[config.mk]
export PLATFORM = sky130hd
export DESIGN_NAME = bounded_stack_engine
export DESIGN_NICKNAME = d
export VERILOG_FILES = /design/src/bse_pkg.sv /design/src/bounded_stack_engine.sv
export VERILOG_INCLUDE_DIRS = /design/src /design/src/src
export SDC_FILE = /design/constraint.sdc
export NUM_CORES = 2
export LEC_CHECK = 0
export ABC_AREA = 1
export BUFFER_PORTS_ARGS = -buffer_cell sky130_fd_sc_hd__buf_4
export CAP_MARGIN = 20
export CORE_MARGIN = 1.5
export CORE_UTILIZATION = 50
export DETAILED_ROUTE_END_ITERATION = 16
export GPL_TIMING_DRIVEN = 0
export PLACE_DENSITY = 0.67
export REMOVE_ABC_BUFFERS = 1
export SLEW_MARGIN = 5
export SYNTH_ARGS = -nofsm -noshare
export SYNTH_HDL_FRONTEND = slang
export SYNTH_SLANG_ARGS = --single-unit
[constraint.sdc]
create_clock -name aclk -period 6.5 [get_ports aclk]
set_input_delay 0.65 -clock aclk [delete_from_list [all_inputs] [get_ports aclk]]
set_output_delay 0.65 -clock aclk [all_outputs]
set_load 0.03 [all_outputs]
[src/bounded_stack_engine_assert.svh]
// Assertion macros shared by the stack engine RTL.
`ifndef BOUNDED_STACK_ENGINE_ASSERT_SVH
`define BOUNDED_STACK_ENGINE_ASSERT_SVH

// Same-cycle implication, checked outside reset.
`define BSE_ASSERT_IMPLY(label, clk, rstn, ante, cons) \
    label: assert property (@(posedge clk) disable iff (!rstn) (ante) |-> (cons)) \
        else $error("stack engine check failed");

// Next-cycle implication, checked outside reset.
`define BSE_ASSERT_NEXT(label, clk, rstn, ante, cons) \
    label: assert property (@(posedge clk) disable iff (!rstn) (ante) |=> (cons)) \
        else $error("stack engine check failed");

`endif

[src/bse_pkg.sv]
// Types and constants of the bounded stack engine.
`timescale 1ns / 1ps

package bse_pkg;

    typedef logic [2:0] opcode_t;
    typedef logic [1:0] status_t;

    localparam opcode_t OP_CLEAR   = 3'd0;
    localparam opcode_t OP_PUSH    = 3'd1;
    localparam opcode_t OP_POP     = 3'd2;
    localparam opcode_t OP_PEEK    = 3'd3;
    localparam opcode_t OP_DUMP    = 3'd4;
    localparam opcode_t OP_REVERSE = 3'd5;

    localparam status_t ST_OK    = 2'd0;
    localparam status_t ST_FULL  = 2'd1;
    localparam status_t ST_EMPTY = 2'd2;

    // A dump gives at most this many results.
    localparam int MAX_RESULTS = 32;

    localparam int VALUE_W = 32;
    localparam int INDEX_W = 5;

endpackage

[src/bounded_stack_engine.sv]
// Bounded LIFO stack engine: entry memory with one read and one write port under a small sequencer.
`timescale 1ns / 1ps

// The stack keeps DEPTH signed 32-bit words in a memory with one read port,
// one write port and a registered read, and one request is handled at a time:
// s_ready is high only while the sequencer is idle, and each result is held in
// an output register until m_ready takes it. Clear, push, reverse on fewer than
// two entries and unused opcodes go straight to the result, pop and peek wait
// for the memory read, a dump reads one entry per result, and reverse swaps
// each pair in S_REV_A, S_REV_B and S_REV_C, because every swap moves two
// words through the one read and one write port of the memory. A dump gives at
// most 32 results, the bottom 32 entries, the last one marked by m_last.
module bounded_stack_engine
    import bse_pkg::*;
#(
    parameter int DEPTH = 32
) (
    input  logic                      aclk,
    input  logic                      aresetn,
    input  logic                      s_valid,
    output logic                      s_ready,
    input  opcode_t                   s_opcode,
    input  logic signed [VALUE_W-1:0] s_push_value,
    output logic                      m_valid,
    input  logic                      m_ready,
    output logic signed [VALUE_W-1:0] m_out_value,
    output logic        [INDEX_W-1:0] m_out_index,
    output status_t                   m_status,
    output logic                      m_last
);

`include "bounded_stack_engine_assert.svh"

    localparam int IDXW = $clog2(DEPTH);
    localparam int CNTW = $clog2(DEPTH + 1);
    localparam int LW   = CNTW + 6;

    typedef enum logic [2:0] {
        S_IDLE,
        S_POP,
        S_DUMP,
        S_REV_A,
        S_REV_B,
        S_REV_C,
        S_RESP
    } state_t;

    state_t state_reg, state_next;
    logic [CNTW-1:0] count_reg, count_next;
    logic [IDXW-1:0] lo_reg, lo_next;
    logic [IDXW-1:0] hi_reg, hi_next;
    logic [VALUE_W-1:0] tmp_reg, tmp_next;
    logic is_pop_reg, is_pop_next;

    logic m_valid_reg, m_valid_next;
    logic [VALUE_W-1:0] m_out_value_reg, m_out_value_next;
    logic [INDEX_W-1:0] m_out_index_reg, m_out_index_next;
    status_t m_status_reg, m_status_next;
    logic m_last_reg, m_last_next;

    logic [VALUE_W-1:0] mem [DEPTH];
    logic [VALUE_W-1:0] rd_data_reg;
    logic [IDXW-1:0] rd_addr;
    logic wr_en;
    logic [IDXW-1:0] wr_addr;
    logic [VALUE_W-1:0] wr_data;

    logic [CNTW-1:0] count_m1;
    logic is_full;
    logic is_empty;
    logic dump_last;
    logic rev_more;
    logic s_fire;

    assign s_ready     = (state_reg == S_IDLE);
    assign s_fire      = s_valid && s_ready;
    assign m_valid     = m_valid_reg;
    assign m_out_value = m_out_value_reg;
    assign m_out_index = m_out_index_reg;
    assign m_status    = m_status_reg;
    assign m_last      = m_last_reg;

    assign count_m1  = count_reg - CNTW'(1);
    assign is_full   = (count_reg == CNTW'(DEPTH));
    assign is_empty  = (count_reg == '0);
    // The top entry, or the entry that fills the last result slot, ends a dump.
    assign dump_last = (LW'(lo_reg) + LW'(1) == LW'(count_reg))
                    || (LW'(lo_reg) == LW'(MAX_RESULTS - 1));
    // After this swap, another pair remains while lo + 1 < hi - 1.
    assign rev_more  = (LW'(lo_reg) + LW'(2) < LW'(hi_reg));

    always_ff @(posedge aclk) begin
        if (wr_en) begin
            mem[wr_addr] <= wr_data;
        end
        rd_data_reg <= mem[rd_addr];
    end

    always_comb begin
        state_next       = state_reg;
        count_next       = count_reg;
        lo_next          = lo_reg;
        hi_next          = hi_reg;
        tmp_next         = tmp_reg;
        is_pop_next      = is_pop_reg;
        m_valid_next     = m_valid_reg;
        m_out_value_next = m_out_value_reg;
        m_out_index_next = m_out_index_reg;
        m_status_next    = m_status_reg;
        m_last_next      = m_last_reg;
        rd_addr          = lo_reg;
        wr_en            = 1'b0;
        wr_addr          = lo_reg;
        wr_data          = rd_data_reg;

        case (state_reg)
            S_IDLE: begin
                if (s_fire) begin
                    // Default result: all zero, status ok, last.
                    m_out_value_next = '0;
                    m_out_index_next = '0;
                    m_status_next    = ST_OK;
                    m_last_next      = 1'b1;
                    m_valid_next     = 1'b1;
                    state_next       = S_RESP;
                    case (s_opcode)
                        OP_CLEAR: begin
                            count_next = '0;
                        end
                        OP_PUSH: begin
                            if (is_full) begin
                                m_status_next = ST_FULL;
                            end else begin
                                wr_en            = 1'b1;
                                wr_addr          = count_reg[IDXW-1:0];
                                wr_data          = s_push_value;
                                count_next       = count_reg + CNTW'(1);
                                m_out_index_next = INDEX_W'(count_reg);
                            end
                        end
                        OP_POP, OP_PEEK: begin
                            if (is_empty) begin
                                m_status_next = ST_EMPTY;
                            end else begin
                                m_valid_next = 1'b0;
                                is_pop_next  = (s_opcode == OP_POP);
                                lo_next      = count_m1[IDXW-1:0];
                                rd_addr      = count_m1[IDXW-1:0];
                                state_next   = S_POP;
                            end
                        end
                        OP_DUMP: begin
                            if (is_empty) begin
                                m_status_next = ST_EMPTY;
                            end else begin
                                m_valid_next = 1'b0;
                                lo_next      = '0;
                                rd_addr      = '0;
                                state_next   = S_DUMP;
                            end
                        end
                        OP_REVERSE: begin
                            if (count_reg > CNTW'(1)) begin
                                m_valid_next = 1'b0;
                                lo_next      = '0;
                                hi_next      = count_m1[IDXW-1:0];
                                rd_addr      = '0;
                                state_next   = S_REV_A;
                            end
                        end
                        default: begin
                        end
                    endcase
                end
            end
            S_POP: begin
                m_out_value_next = rd_data_reg;
                m_out_index_next = INDEX_W'(lo_reg);
                m_valid_next     = 1'b1;
                if (is_pop_reg) begin
                    count_next = CNTW'(lo_reg);
                end
                state_next = S_RESP;
            end
            S_DUMP: begin
                m_out_value_next = rd_data_reg;
                m_out_index_next = INDEX_W'(lo_reg);
                m_status_next    = ST_OK;
                m_last_next      = dump_last;
                m_valid_next     = 1'b1;
                state_next       = S_RESP;
            end
            S_REV_A: begin
                tmp_next   = rd_data_reg;
                rd_addr    = hi_reg;
                state_next = S_REV_B;
            end
            S_REV_B: begin
                wr_en      = 1'b1;
                wr_addr    = lo_reg;
                wr_data    = rd_data_reg;
                state_next = S_REV_C;
            end
            S_REV_C: begin
                wr_en   = 1'b1;
                wr_addr = hi_reg;
                wr_data = tmp_reg;
                lo_next = lo_reg + IDXW'(1);
                hi_next = hi_reg - IDXW'(1);
                rd_addr = lo_reg + IDXW'(1);
                if (rev_more) begin
                    state_next = S_REV_A;
                end else begin
                    m_valid_next = 1'b1;
                    state_next   = S_RESP;
                end
            end
            S_RESP: begin
                if (m_ready) begin
                    m_valid_next = 1'b0;
                    if (m_last_reg) begin
                        state_next = S_IDLE;
                    end else begin
                        // Only a dump leaves a result unmarked: fetch the next entry.
                        lo_next    = lo_reg + IDXW'(1);
                        rd_addr    = lo_reg + IDXW'(1);
                        state_next = S_DUMP;
                    end
                end
            end
            default: begin
                state_next = S_IDLE;
            end
        endcase
    end

    always_ff @(posedge aclk) begin
        if (!aresetn) begin
            state_reg   <= S_IDLE;
            count_reg   <= '0;
            m_valid_reg <= 1'b0;
        end else begin
            state_reg   <= state_next;
            count_reg   <= count_next;
            m_valid_reg <= m_valid_next;
        end
        lo_reg          <= lo_next;
        hi_reg          <= hi_next;
        tmp_reg         <= tmp_next;
        is_pop_reg      <= is_pop_next;
        m_out_value_reg <= m_out_value_next;
        m_out_index_reg <= m_out_index_next;
        m_status_reg    <= m_status_next;
        m_last_reg      <= m_last_next;
    end

    `BSE_ASSERT_IMPLY(a_ready_result_excl, aclk, aresetn, s_ready, !m_valid)
    `BSE_ASSERT_IMPLY(a_count_bound, aclk, aresetn, 1'b1, count_reg <= CNTW'(DEPTH))
    `BSE_ASSERT_NEXT(a_push_grows, aclk, aresetn,
        s_fire && (s_opcode == OP_PUSH) && !is_full,
        count_reg == $past(count_reg) + CNTW'(1))
    `BSE_ASSERT_IMPLY(a_unmarked_is_ok, aclk, aresetn,
        m_valid && !m_last, m_status == ST_OK)

endmodule

# --- Yosys cells after proc, flatten, opt, wreduce, memory -nomap -nowiden ---
# Memory sizes are Yosys's and may differ from the RTL's. A register that Yosys moved wholly into a read port is not among the register bits.
# Cells that the tools add are included.
# W data, S select, Z words.
word_totals:
  output_inout_bits: 42
  word_cells: 126
  n_memories: 1
  reg_bits: 93
  inputBits: 39
  mem_bits_rw: 1024
op_classes:
  eq_ne: 22
  bitwise_logic: 1
  reduce_logical: 22
  order_cmp: 2
  n_addsub: 6
  muxes: 61
memory_table:
  columns: ["memory", "words", "width", "rd", "rd_clocked_by_memory_dff", "write_ports", "line_no", "text"]
  rows:
  - ["mem", 32, 32, 1, 1, 1, "bounded_stack_engine.sv:61", "logic [VALUE_W-1:0] mem [DEPTH];"]
op_table:
  columns: ["operator", "n"]
  rows:
  - ["$mux W32", 4]
  - ["$pmux W32 S2", 2]
  - ["$mux W5", 15]
  - ["$pmux W5 S2", 3]
  - ["$pmux W5 S3", 2]
  - ["$pmux W6 S2", 2]
  - ["$pmux W5 S4", 1]
  - ["$mux W3", 6]
  - ["$mux W6", 3]
  - ["$pmux W3 S6", 1]
  - ["$eq A3 B3 Y1 const B", 5]
  - ["$eq A3 B2 Y1 const B", 4]
  - ["$mux W1", 12]
  - ["$reduce_and A4 Y1", 3]
  - ["$sub A5 B1 Y5 const B", 2]
  - ["$pmux W3 S3", 1]
  - ["$pmux W2 S2", 2]
  - ["$reduce_bool A2 Y1", 4]
  - ["$add A5 B1 Y6 const B", 1]
  - ["$add A5 B2 Y6 const B", 1]
  - ["$add A6 B1 Y6 const B", 1]
  - ["$eq A3 B1 Y1 const B", 2]
  - ["$eq A6 B6 Y1", 1]
  - ["$eq A6 B6 Y1 const B", 1]
  - ["other kinds (22)", 35]

# --- Longest topological paths before layout ---
logic_depth:
  depth_word: 7
  depth_mapped: 23
  ltp_nobuf: 21

# --- Least setup slack after synthesis ---
# OpenSTA, ideal clock, no wires.
synth_path:
  path_kind: "register -> register"
  from: "reg count_reg[0]"
  to: "mem mem[5][0], enable pin"
  required_time_ns: 6.079
  path_slack_ns: 2.667
  t_arrival_ns: 3.411
  setup_time_ns: 0.421
  synth_period_minus_slack_ns: 3.833
  stages_incl_launch_ff: 12
  path_buffers: 0
  cell_sequence: "dfxtp_1 > clkinv_1 > ha_1 > nand4_1 > nand2_1 > nor2_1 > inv_1 > a21oi_1 > o21ai_0 > inv_1 > nand3_1 > nor2_1"
synth_between:
  elab_chain_cells: 7
  elab_cells_between_ends: 11
  cone_classes: "eq/ne (1); mux (10)"
synth_rtl:
  columns: ["item", "line_no", "text"]
  rows:
  - ["start, declared", "bounded_stack_engine.sv:49", "logic [CNTW-1:0] count_reg, count_next;"]
  - ["start signal, assigned", "bounded_stack_engine.sv:244", "count_reg <= count_next;"]
  - ["$eq A6 B6 Y1", "bounded_stack_engine.sv:84", "assign is_full = (count_reg == CNTW'(DEPTH));"]
  - ["$mux W1", "bounded_stack_engine.sv:131", "if (is_full) begin"]
  - ["$mux W1", "bounded_stack_engine.sv:126", "case (s_opcode)"]
  - ["$mux W1", "bounded_stack_engine.sv:118", "if (s_fire) begin"]
  - ["$pmux W1 S2", "bounded_stack_engine.sv:116", "case (state_reg)"]
  - ["$mux W1", "bounded_stack_engine.sv:93", "if (wr_en) begin"]
  - ["$mux W1 (implied by the code)", "bounded_stack_engine.sv:94", "mem[wr_addr] <= wr_data;"]
  - ["end, declared", "bounded_stack_engine.sv:61", null]
# Parallel ways exist; a longest one is shown, timed or not.

# --- Worst setup path after layout ---
layout_path:
  from: "reg state_reg[2]"
  to: "mem mem[21][10], enable pin"
layout_between:
  elab_chain_cells: 6
  elab_cells_between_ends: 11
  cone_classes: "eq/ne (2); mux (6); reduce/logical (3)"
layout_rtl:
  columns: ["item", "line_no", "text"]
  rows:
  - ["start, declared", "bounded_stack_engine.sv:48", "state_t state_reg, state_next;"]
  - ["start signal, assigned", "bounded_stack_engine.sv:243", "state_reg <= state_next;"]
  - ["$logic_not A3 Y1", "bounded_stack_engine.sv:75, bounded_stack_engine.sv:116", null]
  - ["$logic_and A1 B1 Y1", "bounded_stack_engine.sv:76", "assign s_fire = s_valid && s_ready;"]
  - ["$mux W1", "bounded_stack_engine.sv:118", null]
  - ["$pmux W1 S2", "bounded_stack_engine.sv:116", null]
  - ["$mux W1", "bounded_stack_engine.sv:93", null]
  - ["$mux W1 (implied by the code)", "bounded_stack_engine.sv:94", null]
# Parallel ways exist; a longest one is shown, timed or not.

==> metrics.md <==
| Metric | Value |
|---|---|
| Status | `complete, no violations` |
| Post-cts resize count | `0` |
| Setup Skew | `0.03629 ns` |
| Crit path buffers/inverters | `4` |
| Mapped Cells | `4787` |
| Starting Density | `50.47%` |
| Clock root cell | `clkbuf_16` |
| Die Wd | `320.7 um` |
| Crit-path cells | `nor3_4, nand2_2, nor2_1, inv_2, a21oi_1, o21ai_0, inv_1, nand3_1, nor2_4, buf_12, buf_16` |
| Relative slew margins | `18.16%` |
| Worst EP required | `slightly below 7 ns` |
| Longest Clk Path Bufs | `3` |
| Final Slew Violations | `0` |
| Post-synth top area share | `65.87%` |
| Largest Register | `mem` |
| Core Area | `100000 um^2` |
| Final Hold Fails | `0` |
| Critical Path Source Type | `flip-flop` |
| Async set-or-reset flop fraction in the synthesized netlist | `0%` |
| Top Metal Used | `met4` |
| Arrival @ worst endpoint | `5.88 ns` |
| Yosys top cell by area | `edfxtp_1` |
| Worst Hold Class | `input pin to flip-flop` |
| Synth area leaders | `edfxtp_1 (66%), nand3_1 (11%), nand2_1 (8.7%)` |
| # Post-CTS Setup Buffers | `0` |
| Least-Margin Pin Slew | `1.215 ns` |
| Slowest cell delay on critical path | `0.87 ns` |
| FF+latch count, synth | `between 1000 and 1500` |
| I/O Buffers | `80` |
| Most frequent cell after synthesis | `nand2_1` |
| Clk_lat worst skew | `about 0.71 ns` |
| R2r setup slk | `1.0 ns` |
| Top FF cell, synth | `edfxtp_1` |
| Metal3 WL | `13680 um` |
| Crit. path cell count | `11` |
| Register area share after synthesis | `between 60 and 70%` |
| # setup viols final | `0` |
| Cell family with most CP delay | `simple AND/OR/NAND/NOR gates` |
| Largest net degree at the start of global routing | `roughly 140` |
| Cts hold-fix bufs | `0` |
| R2R cell count | `11` |
| YS warnings | `0` |
| CTS buffer count | `~110` |
| CTS clk-pin slew, worst paths | `0.08 ns` |
| Post-DRT Antenna Nets | `0` |
| Via-to-Cell Ratio | `5.746` |
| M1 WL | `56240 um` |
| Final #Nets | `4883` |
| Drt drc | `0` |
| FMAX | `between 0.15 and 0.2 GHz` |
| DR iter-0 viols | `4639` |
| Met2 routed WL | `65570 um` |
| Post-DP HPWL | `82400 um` |
| Final min period | `5.500 ns` |
| Synth cell count leaders | `nand2_1 (1169), edfxtp_1 (1107), nand3_1 (1105), inv_1 (602), buf_2 (156)` |
| Die Y | `about 320 um` |
| Final WL | `141300 um` |
| Die area | `102900 um^2` |
| CTS tree | `built` |
| RePlAce Congestion | `0.8738` |
| Reg2reg start | `state_reg[2]$_SDFFE_PN0P_` |
| GRT overflow | `0` |
| Setup crit start | `state_reg[2]$_SDFFE_PN0P_` |
| Period utilization | `84.62%` |
| H-tree depth | `3` |
| Critical-path top delay cell | `nor2_4` |
| DR pass1 iterations | `6` |
| Synthesized area | `50470 um^2` |
| Antenna violations before repair | `1` |
| Ant diodes | `0` |
| Worst hold endpoint | `count_reg[4]$_SDFFE_PN0P_` |
| Worst Path Max Fanout | `38` |
| RSZ-0062 raised after global routing | `no` |
| Total number of vias | `~36000` |
| Synthesis-to-layout area growth | `15.66%` |
| Kind of end point of the critical path | `flip-flop` |
| Fin util | `between 50% and 60%` |
| First-pass GRT wire length | `209900 um` |
| Avg Cell Area, Syn | `10.54 um^2` |
| Sinks on Clock Net | `roughly 1100` |
| Largest register FFs | `about 1000` |
| Worst Hold Launch | `aresetn` |
| Critical path type | `flip-flop to flip-flop` |
| Cell row count | `116` |
| Number of flops mapped to enable cells by yosys | `around 1100` |
| Hold path depth | `3` |
| Netlist cell types | `47` |
| Reg2reg end | `mem[21][10]$_DFFE_PP_` |
| IO Pins | `81` |
| Gr usage total | `27.37%` |
| Wirelength per Cell | `22.70 um` |
| Vias in the first global route | `33305` |
| Fraction of layout cells with a size suffix above 1 | `9.438%` |
| Max Cap Viol | `0` |
## layout by cell type (no fill, tap or decap), types with 6 or more instances in the layout
cell,n
xor2_1,10
clkbuf_16,115
a21oi_1,49
o22ai_1,6
nand3_1,1104
o21ai_0,56
bufinv_16,13
o211ai_1,21
nand2_1,1167
edfxtp_1,1107
buf_16,55
nor2_1,75
inv_2,8
buf_4,115
clkbuf_1,17
a211oi_1,6
ha_1,14
nand3b_1,130
clkinv_2,20
clkbuf_8,13
nor2_4,36
dfxtp_1,42
inv_1,598
buf_12,46
clkinv_1,22
## per-stage QoR
stage          worst slack, ns  instance area (um^2)  hold slack (ns)  setup TNS [ns]  cells
2_1_floorplan           -5.678                 49130           0.4082         -181.68   4489
3_3_place_gp            -24.38                 51360           0.4141        -4732.95   5867
3_5_place_dp             1.219                 54540           0.4145               0   6013
4_1_cts                  1.182                 58370           0.2004               0   6225
5_1_grt                 0.8909                 58370           0.2423               0   6225
6_report                0.9999                 58370           0.2320               0   6225
## worst max path at each step
stage / end / slack, ns
finish: mem[21][10]$_DFFE_PP_ / 1.0
global route: rd_data_reg[20]$_DFF_P_ / 0.89
CTS: mem[21][10]$_DFFE_PP_ / 1.18
detailed placement: mem[21][10]$_DFFE_PP_ / 1.22
global placement: rd_data_reg[4]$_DFF_P_ / -24.38
floorplan: rd_data_reg[0]$_DFF_P_ / -5.68
## worst min-delay path, stage by stage
cell	delay [ns]
buf_4	0.14
o21ai_0	0.07
a21oi_1	0.04
## cell type report
type / count / area [um^2]
clock inverter: 67 / 708.2
inverter: 610 / 2300
tap: 1298 / 1624
timing repair buffer: 226 / 3430
sequential: 1149 / 34080
multi-input combinational: 2730 / 13110
clock buffer: 145 / 3120
fill: 7810 / 41630
## per-layer routing
metal,vias up,global-route usage [%]
li1,16344,-
met1,17284,38.29
met2,1797,43.01
met3,345,3.959
met4,0,11.47
met5,-,0
## logic make-up (layout without fill, tap and decap cells)
logic type | count (synthesis) | in the layout | share of synthesized area, %
adder cells (fa/ha/maj) | 14 | 14 | 0.3471
AO/OA/AOI/OAI | 169 | 169 | 1.981
multiplexers | 2 | 2 | 0.03967
flip-flops | 1149 | 1149 | 67.53
AND/OR/NAND/NOR | 2534 | 2534 | 22.73
buffers and inverters | 908 | 1048 | 7.180
XOR/XNOR | 11 | 11 | 0.1909
Power is left out: the tool's default activity adds up to more than one toggle a clock period on the data nets, which glitch-free logic cannot reach.
